==> config.mk <==
export PLATFORM = sky130hd
export DESIGN_NAME = sca_queue
export DESIGN_NICKNAME = d
export VERILOG_FILES = /design/src/rtl/core/sca_pkg.sv /design/src/rtl/core/sca_queue.sv
export SDC_FILE = /design/constraint.sdc
export NUM_CORES = 1
export LEC_CHECK = 0
export ABC_AREA = 1
export BUFFER_PORTS_ARGS = -buffer_cell sky130_fd_sc_hd__buf_2
export CORE_ASPECT_RATIO = 0.75
export CORE_MARGIN = 3
export CORE_UTILIZATION = 60
export DETAILED_ROUTE_END_ITERATION = 6
export PLACE_DENSITY = 0.92
export SLEW_MARGIN = 20
export SYNTH_ARGS = -nofsm -noshare
export SYNTH_HDL_FRONTEND = slang
export SYNTH_SLANG_ARGS = --single-unit
==> constraint.sdc <==
create_clock -name clk -period 3.8 [get_ports clk]
set_input_delay 0.38 -clock clk [delete_from_list [all_inputs] [get_ports clk]]
set_output_delay 0.38 -clock clk [all_outputs]
set_load 0.005 [all_outputs]
==> src/rtl/core/sca_pkg.sv <==
package sca_pkg;

    localparam int ANGLE_BITS_DEF = 16;
    localparam int RANGE_BITS_DEF = 16;
    localparam int QUEUE_DEPTH    = 4;

    // register indexes, byte address = 4 * index
    localparam logic [2:0] REG_ENABLE     = 3'd0;
    localparam logic [2:0] REG_START      = 3'd1;
    localparam logic [2:0] REG_STEP       = 3'd2;
    localparam logic [2:0] REG_MAX_RANGE  = 3'd3;
    localparam logic [2:0] REG_LOOKAHEAD  = 3'd4;
    localparam logic [2:0] REG_HALF_WIDTH = 3'd5;

    localparam logic [15:0] START_ANGLE_RST = 16'h8000;
    localparam logic [15:0] ANGLE_STEP_RST  = 16'd64;
    localparam logic [15:0] MAX_RANGE_RST   = 16'd30000;
    localparam logic [15:0] LOOKAHEAD_RST   = 16'd1000;
    localparam logic [15:0] HALF_WIDTH_RST  = 16'd350;

    localparam logic [15:0] NONE_GAP = 16'hFFFF;

    // quarter-wave sine polynomial, Q15
    localparam logic [15:0] COEF_A   = 16'd51472;
    localparam logic [14:0] COEF_B   = 15'd21024;
    localparam logic [11:0] COEF_C   = 12'd2320;
    localparam logic [14:0] SINE_MAX = 15'h7FFF;
    localparam logic [15:0] QUARTER  = 16'h8000;

    typedef enum logic [1:0] {
        ACT_PASS  = 2'd0,
        ACT_STOP  = 2'd1,
        ACT_LEFT  = 2'd2,
        ACT_RIGHT = 2'd3
    } action_t;

    typedef struct packed {
        logic        enable;
        logic [15:0] start_angle;
        logic [15:0] angle_step;
        logic [15:0] max_range;
        logic [15:0] lookahead;
        logic [15:0] corridor_hw;
    } cfg_t;

endpackage

==> src/rtl/core/sca_queue.sv <==
module sca_queue
    import sca_pkg::*;
#(
    parameter int WIDTH = 8,
    parameter int DEPTH = QUEUE_DEPTH    // power of two
)(
    input  logic             clk,
    input  logic             rst_n,
    input  logic             push,
    input  logic [WIDTH-1:0] push_data,
    output logic             can_push,
    input  logic             pop,
    output logic [WIDTH-1:0] head,
    output logic             not_empty
);

    localparam int PW = $clog2(DEPTH);
    localparam int CW = $clog2(DEPTH + 1);

    logic [WIDTH-1:0] mem_reg [DEPTH];
    logic [PW-1:0]    wr_ptr_reg;
    logic [PW-1:0]    rd_ptr_reg;
    logic [CW-1:0]    count_reg;
    logic [CW-1:0]    count_next;
    logic             do_push;
    logic             do_pop;

    assign can_push  = count_reg != CW'(DEPTH);
    assign not_empty = count_reg != '0;
    assign head      = mem_reg[rd_ptr_reg];
    assign do_push   = push && can_push;
    assign do_pop    = pop && not_empty;

    always_comb
    begin
        case ({do_push, do_pop})
            2'b10:   count_next = count_reg + CW'(1);
            2'b01:   count_next = count_reg - CW'(1);
            default: count_next = count_reg;
        endcase
    end

    always_ff @(posedge clk)
    begin
        if (do_push)
        begin
            mem_reg[wr_ptr_reg] <= push_data;
        end
    end

    always_ff @(posedge clk or negedge rst_n)
    begin
        if (!rst_n)
        begin
            wr_ptr_reg <= '0;
            rd_ptr_reg <= '0;
            count_reg  <= '0;
        end
        else
        begin
            if (do_push)
            begin
                wr_ptr_reg <= wr_ptr_reg + PW'(1);
            end
            if (do_pop)
            begin
                rd_ptr_reg <= rd_ptr_reg + PW'(1);
            end
            count_reg <= count_next;
        end
    end

endmodule

==> summary.txt <==
Floorplan
  – Die area: approximately 3600 um2
  – Core Box Area: between 2000 and 3000 um2
  – Num ports: 22
  – # rows: 16
  – Chip Width: 68.2 um
  – Die height: 52.6 um
  – Starting density of the core: 64.8%

Synth
  – Synthesized area per cell: 11.4 um2
  – Post-Synth XOR/XNOR Area: less than 1%
  – Mux contribution to synthesized area: 0%
  – Mapped Cells: 152
  – Syn nets: 170
  – Largest family of logic cells by synthesized area: simple AND/OR/NAND/NOR gates
  – Part of the Yosys area used for sequential elements: around two thirds
  – Post-synthesis simple-gate area fraction: 12.8%
  – Compound-Gate Fraction of Synth Area: 7.19%
  – Number of synthesized register bits: 39
  – Ys Warns: 0
  – Cell area after synthesis: between 1500 and 2000 um2
  – Adder-cell share of the synthesized area: 4.75%
  – Netlist cell types: 18

Timing
  – Setup TNS: 0 ns
  – F_max: 519 MHz
  – Slew @ Worst Pin: 0.766 ns
  – Setup violators final: 0
  – RSZ-0062 raised after global routing: false
  – Hold WS: between 0.3 and 0.4 ns
  – Tcrit/Tclk final: 50.7%
  – Clk_skew: about 0.0036 ns
  – Final hold violation count: 0
  – Final Max Tran Viols: 0
  – Final critical-path required period: around 1.9 ns
  – Max-slew headroom: 48.7%

Clock tree
  – Sink Count: 39
  – Gates resized, CTS repair: 0
  – Worst-path clk slew: 0.07 ns
  – CTS tree: built
  – Setup bufs post-CTS: 0
  – Latest clock arrival within the worst-skew pair: around 0.29 ns
  – CTS Buf Count: 5
  – Worst-case clock buffer depth: 2
  – H-tree lvl count: 2
  – Root Driver: clkbuf_8

Cells and area
  – Footprint of the multi-input gates: 439 um2
  – N_diodes: 0
  – Area growth, synth to finish: 11.3%
  – Sequential Area: 1140 um2
  – Fillers: roughly 180
  – Share of cells above drive strength 1: 18.5%
  – Max reg flops: 32
  – Final #Nets: approximately 200

Placed design
  – IO Port Bufs: 21
  – HPWL after detailed placement: 2190 um
  – Placer Congestion: between 0.7 and 0.8

Setup path
  – R2R cell count: 10
  – CP Capture Type: output pin
  – Reg-to-Reg End: count_reg[2]$_DFFE_PN0P_
  – Arr. time, crit path: 1.55 ns
  – Crit path kind: flop to output pin
  – Startpoint types: flop
  – WP data required: 3.42 ns
  – Setup crit end: head[7]
  – Reg-to-reg slack, setup: roughly 2.0 ns
  – Reg2reg start: count_reg[0]$_DFFE_PN0P_
  – Critical path launch point: rd_ptr_reg[0]$_DFFE_PN0P_
  – CP max FO: 33

Hold path
  – Hold crit path type: input pin to flop
  – HP Start: push_data[6]
  – Hold path depth: 1

Outcome
  – Status: finished, final reports clean

Global routing
  – Grt ovf: 0
  – Antenna violations before repair: 0
  – Largest net degree at the start of global routing: 34
  – Total GRT Usage: between 10% and 20%
  – First-pass GRT wire length: about 4700 um
  – Number of global-route vias before repair: 1065

Power and ir drop
  – Worst VDD drop: 0.000401 V
  – P_leak: slightly below 0.9 nW
  – Pwr Density: 729 nW/um2

Route
  – DR vias: 1118
  – DR pass1 iterations: 4
  – DR WL/cell: 13.9 um
  – Initial DRC count: 57
  – Remaining DRCs: 0
  – ANT nets after route: 0
  – Routed WL: 2980 um
  – Drt via density: between 5 and 6

Job
  – Max_cap viols: 0
repair_timing:
item	CTS	global route
hold buffers	1	0
setup endpoints to repair	0	0
endpoints found under the hold margin	7	0
cells in the final DEF (no fill, tap or decap):
cell type and n:
nand2_1 40, edfxtp_1 32, inv_1 28, buf_2 21
o211ai_1 16, dfrtp_1 7, nand3_1 5, ha_1 5
clkbuf_8 5, inv_2 4, nor2_1 4, nand3_2 2
clkinv_1 2, nand2_2 1, o21ai_0 1, xnor2_1 1
nand4_1 1, fa_1 1, clkbuf_1 1, dlygate4sd3_1 1
per-stage QoR:
stage | std cells | setup slack (ns) | util [%] | power, mW | instance area (um2)
2_1_floorplan | 152 | 2.15 | - | 1.02 | 1740
3_3_place_gp | 205 | 2.13 | 68.8 | 1.12 | 1850
3_5_place_dp | 205 | 1.96 | 68.8 | 1.17 | 1850
4_1_cts | 214 | 1.87 | 72.2 | 1.42 | 1940
5_1_grt | 214 | 1.72 | 72.2 | 1.52 | 1940
6_report | 214 | 1.87 | 72.2 | 1.41 | 1940
routing by layer:
metal  up-vias  part of all wire [%]  GRT usage [%]
met5         -                     0              0
met4         0                   1.8           8.25
met3         7                   4.8           7.08
met2        18                    51           33.0
met1       541                    43           21.8
li1        552                     -              -
critical path: stages (launching register included):
cell and delay (ns):
dfrtp_1 0.41, inv_2 0.38, nand2_1 0.13, o211ai_1 0.11, nand2_1 0.09, buf_2 0.13
cells by family after synthesis:
family	Yosys count
simple gates	53
flops	39
buf+inv	36
compound gates	17
fa+ha+maj	6
xor+xnor	1
final cells by class:
cell class                      count  share of cell area [%]
Clock buffer                        6                    3.75
Clock inverter                      2                   0.388
Inverter                           32                    6.21
Multi-Input combinational cell     77                    22.7
Sequential cell                    39                    58.7
Tap cell                           36                    2.33
Timing Repair Buffer               22                    5.95
Yosys cell counts:
library cell | n | area [um2]
buf_6 | 2 | 22.5
inv_2 | 4 | 15.0
nand3_2 | 2 | 20.0
clkbuf_8 | 1 | 13.8
xnor2_1 | 1 | 8.76
fa_1 | 1 | 20.0
inv_1 | 28 | 105
nor2_1 | 4 | 15.0
o21ai_0 | 1 | 5.00
nand4_1 | 1 | 6.26
nand2_1 | 40 | 150
ha_1 | 5 | 62.6
edfxtp_1 | 32 | 961
nand2_2 | 1 | 6.26
buf_4 | 1 | 7.51
o211ai_1 | 16 | 120
nand3_1 | 5 | 25.0
dfrtp_1 | 7 | 175
where the power goes:
| group | internal, mW | switching (mW) |
|---|---|---|
| registers | 0.577 | 0.0633 |
| clock network | 0.125 | 0.129 |
| logic | 0.189 | 0.327 |
| total | 0.891 | 0.520 |
how the worst min path moves through the flow:
stage | endpoint | slack, ns
after floorplan | count_reg[0]$_DFFE_PN0P_ | 0.08
after global placement | count_reg[0]$_DFFE_PN0P_ | 0.22
after detailed placement | wr_ptr_reg[0]$_DFFE_PN0P_ | 0.22
after CTS | mem_reg[2][6]$_DFFE_PP_ | 0.30
after global routing | mem_reg[2][2]$_DFFE_PP_ | 0.30
final | mem_reg[2][6]$_DFFE_PP_ | 0.30
Note: power is estimated with default switching activity, not from simulation.
