$ cat src/rtl/core/sca_pkg.sv
package sca_pkg;

    localparam int ANGLE_BITS_DEF = 16;
    localparam int RANGE_BITS_DEF = 16;
    localparam int QUEUE_DEPTH    = 4;

    // register indexes, byte address = 4 * index
    localparam logic [2:0] REG_ENABLE     = 3'd0;
    localparam logic [2:0] REG_START      = 3'd1;
    localparam logic [2:0] REG_STEP       = 3'd2;
    localparam logic [2:0] REG_MAX_RANGE  = 3'd3;
    localparam logic [2:0] REG_LOOKAHEAD  = 3'd4;
    localparam logic [2:0] REG_HALF_WIDTH = 3'd5;

    localparam logic [15:0] START_ANGLE_RST = 16'h8000;
    localparam logic [15:0] ANGLE_STEP_RST  = 16'd64;
    localparam logic [15:0] MAX_RANGE_RST   = 16'd30000;
    localparam logic [15:0] LOOKAHEAD_RST   = 16'd1000;
    localparam logic [15:0] HALF_WIDTH_RST  = 16'd350;

    localparam logic [15:0] NONE_GAP = 16'hFFFF;

    // quarter-wave sine polynomial, Q15
    localparam logic [15:0] COEF_A   = 16'd51472;
    localparam logic [14:0] COEF_B   = 15'd21024;
    localparam logic [11:0] COEF_C   = 12'd2320;
    localparam logic [14:0] SINE_MAX = 15'h7FFF;
    localparam logic [15:0] QUARTER  = 16'h8000;

    typedef enum logic [1:0] {
        ACT_PASS  = 2'd0,
        ACT_STOP  = 2'd1,
        ACT_LEFT  = 2'd2,
        ACT_RIGHT = 2'd3
    } action_t;

    typedef struct packed {
        logic        enable;
        logic [15:0] start_angle;
        logic [15:0] angle_step;
        logic [15:0] max_range;
        logic [15:0] lookahead;
        logic [15:0] corridor_hw;
    } cfg_t;

endpackage

$ cat src/rtl/core/sca_front.sv
module sca_front
    import sca_pkg::*;
#(
    parameter int ANGLE_BITS = ANGLE_BITS_DEF,
    parameter int RANGE_BITS = RANGE_BITS_DEF,
    parameter int RW         = (RANGE_BITS < 16) ? RANGE_BITS : 16,
    parameter int EW         = RW + ANGLE_BITS + 2
)(
    input  logic          clk,
    input  logic          rst_n,
    input  cfg_t          cfg,
    input  logic          start_we,
    input  logic [15:0]   start_wr_angle,
    input  logic          in_valid,
    input  logic [15:0]   in_range,
    input  logic          in_last,
    output logic          in_ready,
    output logic          push,
    output logic [EW-1:0] push_data,
    input  logic          can_push
);

    // 16-bit angle to phase: value * 2^ANGLE_BITS / 2^16
    localparam logic [ANGLE_BITS+15:0] RST_WIDE  = {START_ANGLE_RST, {ANGLE_BITS{1'b0}}};
    localparam logic [ANGLE_BITS-1:0]  RST_PHASE = RST_WIDE[ANGLE_BITS+15:16];

    logic [ANGLE_BITS-1:0]  beam_angle_reg;
    logic                   mid_scan_reg;
    logic [ANGLE_BITS+15:0] start_wide;
    logic [ANGLE_BITS+15:0] step_wide;
    logic [ANGLE_BITS+15:0] wr_wide;
    logic [ANGLE_BITS-1:0]  start_phase;
    logic [ANGLE_BITS-1:0]  step_phase;
    logic [ANGLE_BITS-1:0]  wr_phase;
    logic [RW-1:0]          r;
    logic                   sample_ok;
    logic                   accept;

    assign start_wide  = {cfg.start_angle, {ANGLE_BITS{1'b0}}};
    assign step_wide   = {cfg.angle_step, {ANGLE_BITS{1'b0}}};
    assign wr_wide     = {start_wr_angle, {ANGLE_BITS{1'b0}}};
    assign start_phase = start_wide[ANGLE_BITS+15:16];
    assign step_phase  = step_wide[ANGLE_BITS+15:16];
    assign wr_phase    = wr_wide[ANGLE_BITS+15:16];

    assign r         = in_range[RW-1:0];
    assign sample_ok = (r != '0) && (16'(r) <= cfg.max_range);

    assign in_ready  = can_push;
    assign accept    = in_valid && can_push;
    assign push      = accept;
    assign push_data = {r, beam_angle_reg, sample_ok, in_last};

    always_ff @(posedge clk or negedge rst_n)
    begin
        if (!rst_n)
        begin
            beam_angle_reg <= RST_PHASE;
            mid_scan_reg   <= 1'b0;
        end
        else if (accept)
        begin
            if (in_last)
            begin
                beam_angle_reg <= start_phase;
                mid_scan_reg   <= 1'b0;
            end
            else
            begin
                beam_angle_reg <= beam_angle_reg + step_phase;
                mid_scan_reg   <= 1'b1;
            end
        end
        else if (start_we && !mid_scan_reg)
        begin
            beam_angle_reg <= wr_phase;
        end
    end

endmodule

$ cat config.mk
export PLATFORM = sky130hd
export DESIGN_NAME = sca_front
export DESIGN_NICKNAME = d
export VERILOG_FILES = /design/src/rtl/core/sca_pkg.sv /design/src/rtl/core/sca_front.sv
export SDC_FILE = /design/constraint.sdc
export NUM_CORES = 1
export LEC_CHECK = 0
export CAP_MARGIN = 25
export CORE_ASPECT_RATIO = 1.1
export CORE_MARGIN = 2
export CORE_UTILIZATION = 55
export CTS_CLUSTER_SIZE = 25
export DETAILED_ROUTE_END_ITERATION = 10
export DONT_BUFFER_PORTS = 1
export MAX_ROUTING_LAYER = met4
export PLACE_DENSITY = 0.76
export SYNTH_ARGS = -nofsm -noshare
export SYNTH_HDL_FRONTEND = slang
export SYNTH_SLANG_ARGS = --single-unit
$ cat constraint.sdc
create_clock -name clk -period 3 [get_ports clk]
set_clock_uncertainty 0.15 [all_clocks]
set_input_delay 0.15 -clock clk [delete_from_list [all_inputs] [get_ports clk]]
set_output_delay 0.15 -clock clk [all_outputs]
set_load 0.05 [all_outputs]
==> flow_summary_export.csv <==
group,metric,value,unit
status,outcome,"finished, final reports clean",
global_routing,grt_pass1_wl,10340,um
synthesis,synth_ff_type,"dfrtp_1",
timing,final-setup-viol-count,0,
timing,hold_slack,0.003726,ns
synthesis,synth_edf_count,0,
global_routing,gr-total-overflow,0,
synthesis,synth_cell_types,47,
finish,ff_latch_area,426.7,um2
clock_tree,cts.path.max_buffers,2,
drt,drtIter0Drc,117,
critical_path,end_kind,"flip-flop",
critical_path,crit_chain,"buf_6 > ha_1 > a21o_1 > and4_1 > o211ai_1 > a21oi_1 > or3_1 > a22oi_1 > dlygate4sd3_1",
clock_tree,cts_sinks,17,
drt,drc,0,
critical_path,path_max_fanout,4,
global_routing,grt_pass1_vias,2317,
floorplan,coreArea,0.003964,mm2
placement,dpl.hpwl,4469,um
timing,period_minus_slack,2.886,ns
timing,tns,0,ns
critical_path,slowest_stage,"dlygate4sd3_1",
global_routing,antenna_found_initial,0,
timing,hold_viol_final,0,
finish,multi_input_area,0.001589,mm2
drt,antenna_left,0,
critical_path,cpLargestDelayFamily,"buffers and inverters",
hold_path,hold_class,"input port to flip-flop",
timing,finalMaxSlewViolations,0,
drt,wl_met1,2511,um
drt,vias,2206,
synthesis,async_flop_share,100.0,%
drt,vias_per_cell,6.249,
clock_tree,numCtsBuffers,3,
critical_path,critPathArrivalTime,2.94,ns
drt,wl_met2,3394,um
power_and_ir_drop,total_power,1.429,mW
placement,place.gp.congestion,0.8369,
synthesis,synthesis.nets,438,
timing,slew-limit-headroom,44.04,%
drt,wl_per_cell,18.12,um
synthesis,ys_warn_count,0,
timing,fin_crit_sh,96.20,%
critical_path,start_kind,"flip-flop",
synthesis,netlist_area,0.002261,mm2
finish,largest_reg_flops,16,
finish,layout.nets,453,
floorplan,die_y,71.25,um
floorplan,ioPinCount,155,
synthesis,syn_avg_cell_area,7.878,um2
critical_path,max_stage_delay,0.57,ns
floorplan,std_cell_rows,24,
run,maxCapViolCount,0,
floorplan,die-area,0.004640,mm2
timing,tightestPinTransition,0.8367,ns
global_routing,grt_max_degree,29,
clock_tree,cts_tree,"built",
clock_tree,clk_pin_slew_worst_paths,0.07,ns
synthesis,yosysSeqAreaShare,18.87,%
floorplan,initial_utilization,57.04,%
synthesis,syn_inst,287,
placement,port_buffers,0,
clock_tree,clk_latency,0.27,ns
clock_tree,cts_root_buffer,"clkbuf_8",
timing,fmax,346.5,MHz
finish,syn_to_final_growth,13.84,%
timing,rsz0062_at_grt,"no",
critical_path,path_buf_inv,2,
power_and_ir_drop,pwr_density_cell,555.4,mW/mm2
drt,finalWirelength,6398,um
power_and_ir_drop,ir_worst_vdd,0.0004183,V
power_and_ir_drop,p_leak,1.216,nW
finish,antenna_cells,0,
drt,drtPass1Iterations,5,
finish,n_fill_cell,332,
global_routing,grt_use_total,29.55,%
synthesis,ys_ff_latch,17,
clock_tree,cts_htree_levels,1,
finish,drive_above_1_share,8.306,%
floorplan,fp.dieW,65.13,um
drt,top_layer,"met4",
critical_path,cp_data_required_time,3.06,ns
drt,met3_wirelength,364,um
critical_path,path_class,"flip-flop to flip-flop",
## power by group
group          switching, mW  leakage [nW]  internal [mW]
sequential             0.141         0.195          0.281
clock                 0.0918        0.0228         0.0949
combinational          0.465         0.998          0.355
total                  0.698          1.22          0.731
## Yosys cell counts, types with 4 or more instances
cell type	count	share of area (%)
ha_1	31	17
nor2b_1	7	1.9
nand4_1	5	1.4
a21oi_1	24	5.3
a211oi_1	8	2.7
and3_1	8	2.2
nor3_1	4	0.89
mux2i_1	6	2.7
a31oi_1	6	1.7
nor2_1	13	2.2
nand3_1	4	0.89
xnor2_1	7	2.7
nor4_1	4	1.1
o21ai_0	7	1.5
buf_4	19	6.3
clkbuf_1	11	1.8
o31ai_1	4	1.3
dfrtp_1	16	18
a21o_1	11	3.7
nand2_1	32	5.3
inv_1	19	3.2
## area by class of cell
cell class | instances | share of cell area, %
multi-input combinational | 221 | 61.74
tap | 52 | 2.528
inverter | 19 | 2.771
timing repair buffer | 40 | 14.63
sequential | 17 | 16.58
clock buffer | 4 | 1.750
## final timing paths
check                      cells after the start                  to  slack (ns)              start
min in group asynchronous                      1   beam_angle_reg[1]        0.27              rst_n
min reg2reg                                    1        mid_scan_reg        0.42       mid_scan_reg
max                                            9   beam_angle_reg[7]        0.11  beam_angle_reg[1]
max in group asynchronous                      1  beam_angle_reg[14]        1.91              rst_n
min                                            2   beam_angle_reg[4]       0.004            cfg[68]
max reg2reg                                    9   beam_angle_reg[7]        0.11  beam_angle_reg[1]
## per-stage QoR
stage	setup WS, ns	cells	instance area, um2	util [%]
after floorplan	0.1930	287	2261	-
after global placement	0.3344	320	2225	56.12
after detailed placement	0.3092	320	2225	56.12
after CTS	0.09308	353	2560	64.58
after global routing	0.01854	353	2574	64.93
final	0.1139	353	2574	64.93
## per-layer routing
layer	GRT usage (%)	vias to the layer above
li1	-	1057
met2	55.10	121
met4	11.11	0
met3	2.198	13
met1	32.63	1015
met5	-	-
## cells in the final DEF (no fill, tap or decap), drive strengths merged, types with 4 or more instances in the layout
| cell | instances |
|---|---|
| nand3 | 4 |
| ha | 31 |
| nand2 | 32 |
| o21ai | 11 |
| and3 | 8 |
| nand4 | 5 |
| o31ai | 4 |
| mux2i | 6 |
| a21o | 11 |
| nor2b | 7 |
| dfrtp | 16 |
| dlygate4sd3 | 29 |
| a21oi | 24 |
| clkbuf | 4 |
| nor2 | 13 |
| buf | 11 |
| nor4 | 4 |
| inv | 19 |
| a211oi | 8 |
| a31oi | 6 |
| nor3 | 4 |
| xnor2 | 7 |
## worst register-to-register path, cell delays in order (launching register included)
cell and delay, ns:
dfrtp_1 0.41, buf_6 0.17, ha_1 0.29, a21o_1 0.18, and4_1 0.25, o211ai_1 0.20
a21oi_1 0.08, or3_1 0.36, a22oi_1 0.16, dlygate4sd3_1 0.57
## logic make-up (layout without fill, tap and decap cells)
kind of cell	Yosys count	after routing	share of synthesized area [%]
compound gates	84	84	25.35
xor+xnor	10	10	3.874
fa+ha+maj	32	32	18.04
buf+inv	49	63	11.29
flops	17	17	18.87
mux	6	6	2.656
simple gates	89	89	19.92
## what timing repair did
action / CTS / global route
hold endpoints to repair: 33 / 0
buffers inserted: 0 / 0
resized for setup: 0 / 4
endpoints found under the setup margin: 0 / 3
hold buffers: 29 / 0
(Power assumes the default switching activity.)
