`config.mk`:
```
export PLATFORM = sky130hd
export DESIGN_NAME = sca_back
export DESIGN_NICKNAME = d
export VERILOG_FILES = /design/src/rtl/core/sca_pkg.sv /design/src/rtl/core/sca_sine.sv /design/src/rtl/core/sca_back.sv
export SDC_FILE = /design/constraint.sdc
export NUM_CORES = 2
export LEC_CHECK = 0
export BUFFER_PORTS_ARGS = -buffer_cell sky130_fd_sc_hd__buf_2
export CORE_UTILIZATION = 30
export CTS_BUF_LIST = sky130_fd_sc_hd__clkbuf_8
export DETAILED_ROUTE_END_ITERATION = 6
export PLACE_DENSITY = 0.42
export SLEW_MARGIN = 20
export SYNTH_ARGS = -nofsm -noshare
export SYNTH_HDL_FRONTEND = slang
export SYNTH_SLANG_ARGS = --single-unit
```
`constraint.sdc`:
```
create_clock -name clk -period 87.4 [get_ports clk]
set_input_delay 26.22 -clock clk [delete_from_list [all_inputs] [get_ports clk]]
set_output_delay 26.22 -clock clk [all_outputs]
set_load 0.02 [all_outputs]
```
`src/rtl/core/sca_pkg.sv`:
```
package sca_pkg;

    localparam int ANGLE_BITS_DEF = 16;
    localparam int RANGE_BITS_DEF = 16;
    localparam int QUEUE_DEPTH    = 4;

    // register indexes, byte address = 4 * index
    localparam logic [2:0] REG_ENABLE     = 3'd0;
    localparam logic [2:0] REG_START      = 3'd1;
    localparam logic [2:0] REG_STEP       = 3'd2;
    localparam logic [2:0] REG_MAX_RANGE  = 3'd3;
    localparam logic [2:0] REG_LOOKAHEAD  = 3'd4;
    localparam logic [2:0] REG_HALF_WIDTH = 3'd5;

    localparam logic [15:0] START_ANGLE_RST = 16'h8000;
    localparam logic [15:0] ANGLE_STEP_RST  = 16'd64;
    localparam logic [15:0] MAX_RANGE_RST   = 16'd30000;
    localparam logic [15:0] LOOKAHEAD_RST   = 16'd1000;
    localparam logic [15:0] HALF_WIDTH_RST  = 16'd350;

    localparam logic [15:0] NONE_GAP = 16'hFFFF;

    // quarter-wave sine polynomial, Q15
    localparam logic [15:0] COEF_A   = 16'd51472;
    localparam logic [14:0] COEF_B   = 15'd21024;
    localparam logic [11:0] COEF_C   = 12'd2320;
    localparam logic [14:0] SINE_MAX = 15'h7FFF;
    localparam logic [15:0] QUARTER  = 16'h8000;

    typedef enum logic [1:0] {
        ACT_PASS  = 2'd0,
        ACT_STOP  = 2'd1,
        ACT_LEFT  = 2'd2,
        ACT_RIGHT = 2'd3
    } action_t;

    typedef struct packed {
        logic        enable;
        logic [15:0] start_angle;
        logic [15:0] angle_step;
        logic [15:0] max_range;
        logic [15:0] lookahead;
        logic [15:0] corridor_hw;
    } cfg_t;

endpackage

```
`src/rtl/core/sca_sine.sv`:
```
module sca_sine
    import sca_pkg::*;
(
    input  logic        clk,
    input  logic        en,
    input  logic [15:0] arg,     // Q15 of a quarter turn, 0..32768
    output logic [14:0] sine
);

    logic [15:0] x1_reg;
    logic [15:0] sq1_reg;
    logic [15:0] x2_reg;
    logic [15:0] sq2_reg;
    logic [14:0] t2_reg;
    logic [15:0] x3_reg;
    logic [15:0] u3_reg;
    logic [14:0] s4_reg;

    logic [31:0] sq_prod;
    logic [27:0] c_prod;
    logic [30:0] u_prod;
    logic [31:0] s_prod;
    logic [16:0] s_full;

    assign sq_prod = 32'(arg) * 32'(arg);
    assign c_prod  = 28'(COEF_C) * 28'(sq1_reg);
    assign u_prod  = 31'(sq2_reg) * 31'(t2_reg);
    assign s_prod  = 32'(x3_reg) * 32'(u3_reg);
    assign s_full  = s_prod[31:15];

    always_ff @(posedge clk)
    begin
        if (en)
        begin
            x1_reg  <= arg;
            sq1_reg <= sq_prod[30:15];
            x2_reg  <= x1_reg;
            sq2_reg <= sq1_reg;
            t2_reg  <= COEF_B - 15'(c_prod[27:15]);
            x3_reg  <= x2_reg;
            u3_reg  <= COEF_A - u_prod[30:15];
            s4_reg  <= (s_full > 17'(SINE_MAX)) ? SINE_MAX : s_full[14:0];
        end
    end

    assign sine = s4_reg;

endmodule

```
`src/rtl/core/sca_back.sv`:
```
module sca_back
    import sca_pkg::*;
#(
    parameter int ANGLE_BITS = ANGLE_BITS_DEF,
    parameter int RANGE_BITS = RANGE_BITS_DEF,
    parameter int RW         = (RANGE_BITS < 16) ? RANGE_BITS : 16,
    parameter int EW         = RW + ANGLE_BITS + 2
)(
    input  logic          clk,
    input  logic          rst_n,
    input  cfg_t          cfg,
    input  logic [EW-1:0] q_head,
    input  logic          q_not_empty,
    output logic          q_pop,
    output logic          out_valid,
    input  logic          out_ready,
    output logic [1:0]    out_action,
    output logic [15:0]   out_left,
    output logic [15:0]   out_right
);

    localparam int SD = 4;    // sine unit depth

    logic adv;

    // queue head fields
    logic [RW-1:0]          h_r;
    logic [ANGLE_BITS-1:0]  h_phase;
    logic [ANGLE_BITS+14:0] h_wide;
    logic [14:0]            h_f;

    // stage A: quadrant split
    logic          a_valid_reg;
    logic [RW-1:0] a_r_reg;
    logic          a_ok_reg;
    logic          a_last_reg;
    logic [1:0]    a_q_reg;
    logic [14:0]   a_f_reg;
    logic [15:0]   arg_a;
    logic [15:0]   arg_b;
    logic [14:0]   sine_a;
    logic [14:0]   sine_b;

    // alongside the sine unit
    logic          p_valid_reg [SD];
    logic [RW-1:0] p_r_reg     [SD];
    logic          p_ok_reg    [SD];
    logic          p_last_reg  [SD];
    logic [1:0]    p_q_reg     [SD];

    // stage B: scaled x and y magnitudes
    logic [14:0]      sin_mag;
    logic [14:0]      cos_mag;
    logic [RW+14:0]   x_prod;
    logic [RW+14:0]   y_prod;
    logic             b_valid_reg;
    logic             b_ok_reg;
    logic             b_last_reg;
    logic             b_sin_neg_reg;
    logic             b_cos_neg_reg;
    logic [RW-1:0]    b_xm_reg;
    logic [RW-1:0]    b_ym_reg;

    // stage C: classification
    logic        in_fwd;
    logic [15:0] ym16;
    logic        c_valid_reg;
    logic        c_last_reg;
    logic        c_blk_reg;
    logic        c_left_reg;
    logic        c_right_reg;
    logic [15:0] c_gap_reg;

    // stage D: scan accumulators
    logic        acc_blk_reg;
    logic [15:0] acc_left_reg;
    logic [15:0] acc_right_reg;
    logic        blk_next;
    logic [15:0] left_next;
    logic [15:0] right_next;
    logic        fin_valid_reg;
    logic        fin_blk_reg;
    logic [15:0] fin_left_reg;
    logic [15:0] fin_right_reg;

    // stage E: decision
    logic        lok;
    logic        rok;
    action_t     action;
    logic        out_valid_reg;
    logic [1:0]  out_action_reg;
    logic [15:0] out_left_reg;
    logic [15:0] out_right_reg;

    // whole back end moves together; stalls only on a held result word
    assign adv   = !out_valid_reg || out_ready;
    assign q_pop = adv && q_not_empty;

    assign h_r     = q_head[EW-1 -: RW];
    assign h_phase = q_head[ANGLE_BITS+1:2];
    assign h_wide  = {h_phase[ANGLE_BITS-3:0], 17'd0};
    assign h_f     = h_wide[ANGLE_BITS+14:ANGLE_BITS];

    assign arg_a = {1'b0, a_f_reg};
    assign arg_b = QUARTER - {1'b0, a_f_reg};

    sca_sine u_sine_a (
        .clk  (clk),
        .en   (adv),
        .arg  (arg_a),
        .sine (sine_a)
    );

    sca_sine u_sine_b (
        .clk  (clk),
        .en   (adv),
        .arg  (arg_b),
        .sine (sine_b)
    );

    assign sin_mag = p_q_reg[SD-1][0] ? sine_b : sine_a;
    assign cos_mag = p_q_reg[SD-1][0] ? sine_a : sine_b;
    assign x_prod  = (RW+15)'(p_r_reg[SD-1]) * (RW+15)'(cos_mag);
    assign y_prod  = (RW+15)'(p_r_reg[SD-1]) * (RW+15)'(sin_mag);

    assign ym16   = 16'(b_ym_reg);
    assign in_fwd = b_ok_reg && !b_cos_neg_reg && (b_xm_reg != '0)
                    && (16'(b_xm_reg) <= cfg.lookahead);

    assign blk_next   = acc_blk_reg || c_blk_reg;
    assign left_next  = (c_left_reg && (c_gap_reg < acc_left_reg)) ? c_gap_reg : acc_left_reg;
    assign right_next = (c_right_reg && (c_gap_reg < acc_right_reg)) ? c_gap_reg
                                                                    : acc_right_reg;

    assign lok = (fin_left_reg == NONE_GAP) || (fin_left_reg > cfg.lookahead);
    assign rok = (fin_right_reg == NONE_GAP) || (fin_right_reg > cfg.lookahead);

    always_comb
    begin
        if (!cfg.enable || !fin_blk_reg)
        begin
            action = ACT_PASS;
        end
        else if (!lok && !rok)
        begin
            action = ACT_STOP;
        end
        else if (lok && (!rok || (fin_left_reg >= fin_right_reg)))
        begin
            action = ACT_LEFT;
        end
        else
        begin
            action = ACT_RIGHT;
        end
    end

    // payload stages
    always_ff @(posedge clk)
    begin
        if (adv)
        begin
            a_r_reg    <= h_r;
            a_ok_reg   <= q_head[1];
            a_last_reg <= q_head[0];
            a_q_reg    <= h_phase[ANGLE_BITS-1 -: 2];
            a_f_reg    <= h_f;

            p_r_reg[0]    <= a_r_reg;
            p_ok_reg[0]   <= a_ok_reg;
            p_last_reg[0] <= a_last_reg;
            p_q_reg[0]    <= a_q_reg;
            for (int i = 1; i < SD; i++)
            begin
                p_r_reg[i]    <= p_r_reg[i-1];
                p_ok_reg[i]   <= p_ok_reg[i-1];
                p_last_reg[i] <= p_last_reg[i-1];
                p_q_reg[i]    <= p_q_reg[i-1];
            end

            b_ok_reg      <= p_ok_reg[SD-1];
            b_last_reg    <= p_last_reg[SD-1];
            b_sin_neg_reg <= p_q_reg[SD-1][1];
            b_cos_neg_reg <= p_q_reg[SD-1][1] ^ p_q_reg[SD-1][0];
            b_xm_reg      <= x_prod[RW+14:15];
            b_ym_reg      <= y_prod[RW+14:15];

            c_last_reg  <= b_last_reg;
            c_blk_reg   <= in_fwd && (ym16 <= cfg.corridor_hw);
            c_left_reg  <= in_fwd && (ym16 > cfg.corridor_hw) && !b_sin_neg_reg;
            c_right_reg <= in_fwd && (ym16 > cfg.corridor_hw) && b_sin_neg_reg;
            c_gap_reg   <= ym16 - cfg.corridor_hw;

            if (c_valid_reg && c_last_reg)
            begin
                fin_blk_reg   <= blk_next;
                fin_left_reg  <= left_next;
                fin_right_reg <= right_next;
            end

            out_action_reg <= action;
            out_left_reg   <= fin_left_reg;
            out_right_reg  <= fin_right_reg;
        end
    end

    // valids and scan state
    always_ff @(posedge clk or negedge rst_n)
    begin
        if (!rst_n)
        begin
            a_valid_reg   <= 1'b0;
            for (int i = 0; i < SD; i++)
            begin
                p_valid_reg[i] <= 1'b0;
            end
            b_valid_reg   <= 1'b0;
            c_valid_reg   <= 1'b0;
            fin_valid_reg <= 1'b0;
            out_valid_reg <= 1'b0;
            acc_blk_reg   <= 1'b0;
            acc_left_reg  <= NONE_GAP;
            acc_right_reg <= NONE_GAP;
        end
        else if (adv)
        begin
            a_valid_reg    <= q_not_empty;
            p_valid_reg[0] <= a_valid_reg;
            for (int i = 1; i < SD; i++)
            begin
                p_valid_reg[i] <= p_valid_reg[i-1];
            end
            b_valid_reg   <= p_valid_reg[SD-1];
            c_valid_reg   <= b_valid_reg;
            fin_valid_reg <= c_valid_reg && c_last_reg;
            out_valid_reg <= fin_valid_reg;
            if (c_valid_reg)
            begin
                if (c_last_reg)
                begin
                    acc_blk_reg   <= 1'b0;
                    acc_left_reg  <= NONE_GAP;
                    acc_right_reg <= NONE_GAP;
                end
                else
                begin
                    acc_blk_reg   <= blk_next;
                    acc_left_reg  <= left_next;
                    acc_right_reg <= right_next;
                end
            end
        end
    end

    assign out_valid  = out_valid_reg;
    assign out_action = out_action_reg;
    assign out_left   = out_left_reg;
    assign out_right  = out_right_reg;

endmodule

```
==> summary.md <==
| Metric | Value |
|---|---|
| Reg-to-reg endpoint | `u_sine_b.sq1_reg[15]$_DFFE_PN_` |
| Async set-reset flop share out of synthesis | `8.16%` |
| Setup-failing EPs final | `0` |
| Sequential fraction of the synthesis area | `19.6%` |
| Core area | `258,000 um^2` |
| DP HPWL | `146,000 um` |
| Post-synthesis instance total | `7,709` |
| RSZ-0062 raised after global routing | `false` |
| Overall routing resource usage | `14.8%` |
| Post-CTS setup repair buffer count | `0` |
| Total clock sinks | `515` |
| Slew Viols, Final | `0` |
| DR DRC count | `0` |
| Crit-path most repeated cell | `buf_2` |
| GPL Wtd Cong | `0.824` |
| Final ANT Viol Nets | `0` |
| Hold_sp | `u_sine_a.x2_reg[4]$_DFFE_PN_` |
| Post-synth design cell area | `77,900 um^2` |
| Slowest stage delay, CP | `0.49 ns` |
| Slowest stage cell, crit path | `nand2b_4` |
| Row cnt | `186` |
| Vias in the first global route | `56.3k` |
| CTS Buf Count | `103` |
| Setup TNS | `0 ns` |
| Synth area leader | `fa_1` |
| Setup CP Type | `input port to output port` |
| Final Hold Vio Count | `0` |
| Crit path DAT | `27.32 ns` |
| Clock latency on the worst-skew pair | `0.88 ns` |
| Hold buffers post-CTS | `0` |
| Number of iterations in the first detailed-routing pass | `7` |
| Post-synthesis register bit count | `515` |
| Die ar. | `262,000 um^2` |
| Number of synthesized flops with an enable pin | `473` |
| Mapped Avg Cell Area | `10.1 um^2` |
| Initial antenna violation count | `5` |
| Initial Utilization | `30.2%` |
| Most numerous cell in the Yosys netlist | `inv_1` |
| Root buf cell | `clkbuf_8` |
| Tcrit/Tclk final | `61.3%` |
| Reg-to-Reg Start | `a_f_reg[1]$_DFFE_PN_` |
| Final Skew | `0.0858 ns` |
| # nets final | `10.1k` |
| Max-Cap Viols | `0` |
| Total routed wirelength | `187,000 um` |
| Largest cells by area after synthesis | `fa_1 34%, edfxtp_1 18%, ha_1 16%` |
| Max Buffers Root-to-Sink | `3` |
| Main flop type after synthesis | `edfxtp_1` |
| Actual slew at the worst max-slew pin | `1.02 ns` |
| Worst hold endpoint | `u_sine_a.x3_reg[4]$_DFFE_PN_` |
| TritonCTS clock tree | `done` |
| Max Clk Rate | `18.7 MHz` |
| Fraction of layout cells with a size suffix above 1 | `5.73%` |
| Slew margin rel. | `30.5%` |
| CP Capture Type | `output port` |
| Max reg flops | `64` |
| Worst Hold Class | `register to register` |
| Fin crit period | `53.54 ns` |
| Synth warn | `0` |
| Worst Hold Depth | `0` |
| Critical path required time | `61.18 ns` |
| Synth cell count leaders | `1,667 x inv_1, 1,304 x fa_1, 971 x ha_1` |
| R2r setup slk | `78.12 ns` |
| Fin area | `84,600 um^2` |
| DRT iter0 DRCs | `2,170` |
| Number of cells on the worst reg-to-reg path | `26` |
| Worst-path fanout max | `56` |
| Netlist cell types | `87` |
| Synth-to-Final Area Change | `8.54%` |
| Dpl cell area | `82,300 um^2` |
| Overflow after GRT | `0` |
| Worst path cell trace | `buf_2 > nand2b_4 > and2_1 > buf_2` |
| # port buffers | `106` |
| H-tree depth | `3` |
| Die width | `512 um` |
| Critical Path Source Type | `input port` |
| Share of the synthesized area in the top cell type | `33.5%` |
| First-pass GRT wire length | `309,000 um` |
| Clock transition at path regs | `0.05 ns` |
| I/O pin count | `155` |
| Die span in y | `512 um` |
| Status | `completed` |
| Via count | `50.7k` |
| Per-cell routed wire length | `16.7 um` |
| Drt via density | `4.53` |
| Pin count of the biggest net entering global routing | `76` |
| Post-CTS sizing | `0` |
layer usage:
metal  vias to the layer above  GRT usage [%]  routed length (um)
met3                       212           1.65                5460
li1                      24000              -                   -
met1                     25800           20.1               89000
met4                         2           2.91                3570
met5                         -              0                  10
met2                       676           25.2               89300
cells by family (layout without fill, tap and decap cells):
logic type | after synthesis | in the layout | synth area share (%)
buf+inv | 1938 | 2041 | 9.34
other cells | 2 | 15 | 0.00964
compound gates | 551 | 551 | 4.87
fa+ha+maj | 2275 | 2275 | 49.1
flops | 515 | 515 | 19.6
mux | 67 | 67 | 0.936
simple gates | 2148 | 2148 | 13.7
xor+xnor | 213 | 213 | 2.39
through the flow:
step,hold slack (ns),utilization [%],setup slack (ns),cells
2_1_floorplan,0.400,-,21.53,7717
3_5_place_dp,0.405,31.9,33.78,11000
4_1_cts,0.401,32.8,33.77,11200
3_3_place_gp,0.401,31.9,33.80,11000
5_1_grt,0.397,32.8,33.73,11200
6_report,0.396,32.8,33.86,11200
worst max-delay path by stage:
stage	startpoint	end	cells past startpoint	slack, ns
6_report	out_ready	q_pop	4	33.86
5_1_grt	out_ready	q_pop	4	33.73
4_1_cts	out_ready	q_pop	4	33.77
3_5_place_dp	out_ready	q_pop	4	33.78
3_3_place_gp	out_ready	q_pop	4	33.80
2_1_floorplan	out_ready	q_pop	3	21.53
worst max-delay path: cells and delay by family:
kind | cells | cell delay [ns]
AND/OR/NAND/NOR | 2 | 0.85
buffers and inverters | 2 | 0.24
layout by cell type (no fill, tap or decap), types with 30 or more instances in the layout:
cell type and count:
a21o_1 89, nand4_1 41, mux2_2 47, fa_1 1304, o22a_1 30, buf_4 68, a21oi_1 129, nand2b_1 80
xnor2_1 155, buf_2 106, o21a_1 37, inv_1 1687, dfstp_2 32, nor2_1 215, o21ai_0 81, ha_1 971
nor3_1 47, nor2b_1 189, xor2_1 58, and2_1 570, edfxtp_1 473, nand2_1 843, nand3_1 77, clkbuf_8 104
cell type report:
class | count | area (um^2)
tap | 3384 | 4230
timing repair buffer | 174 | 1040
sequential | 515 | 15300
antenna | 5 | 12.5
clock buffer | 104 | 1430
inverter | 1675 | 6290
multi-input combinational | 5264 | 55400
clock inverter | 88 | 842
fill | 26500 | 173000
Power is left out: the tool's default activity adds up to more than one toggle a clock period on the data nets, which glitch-free logic cannot reach.
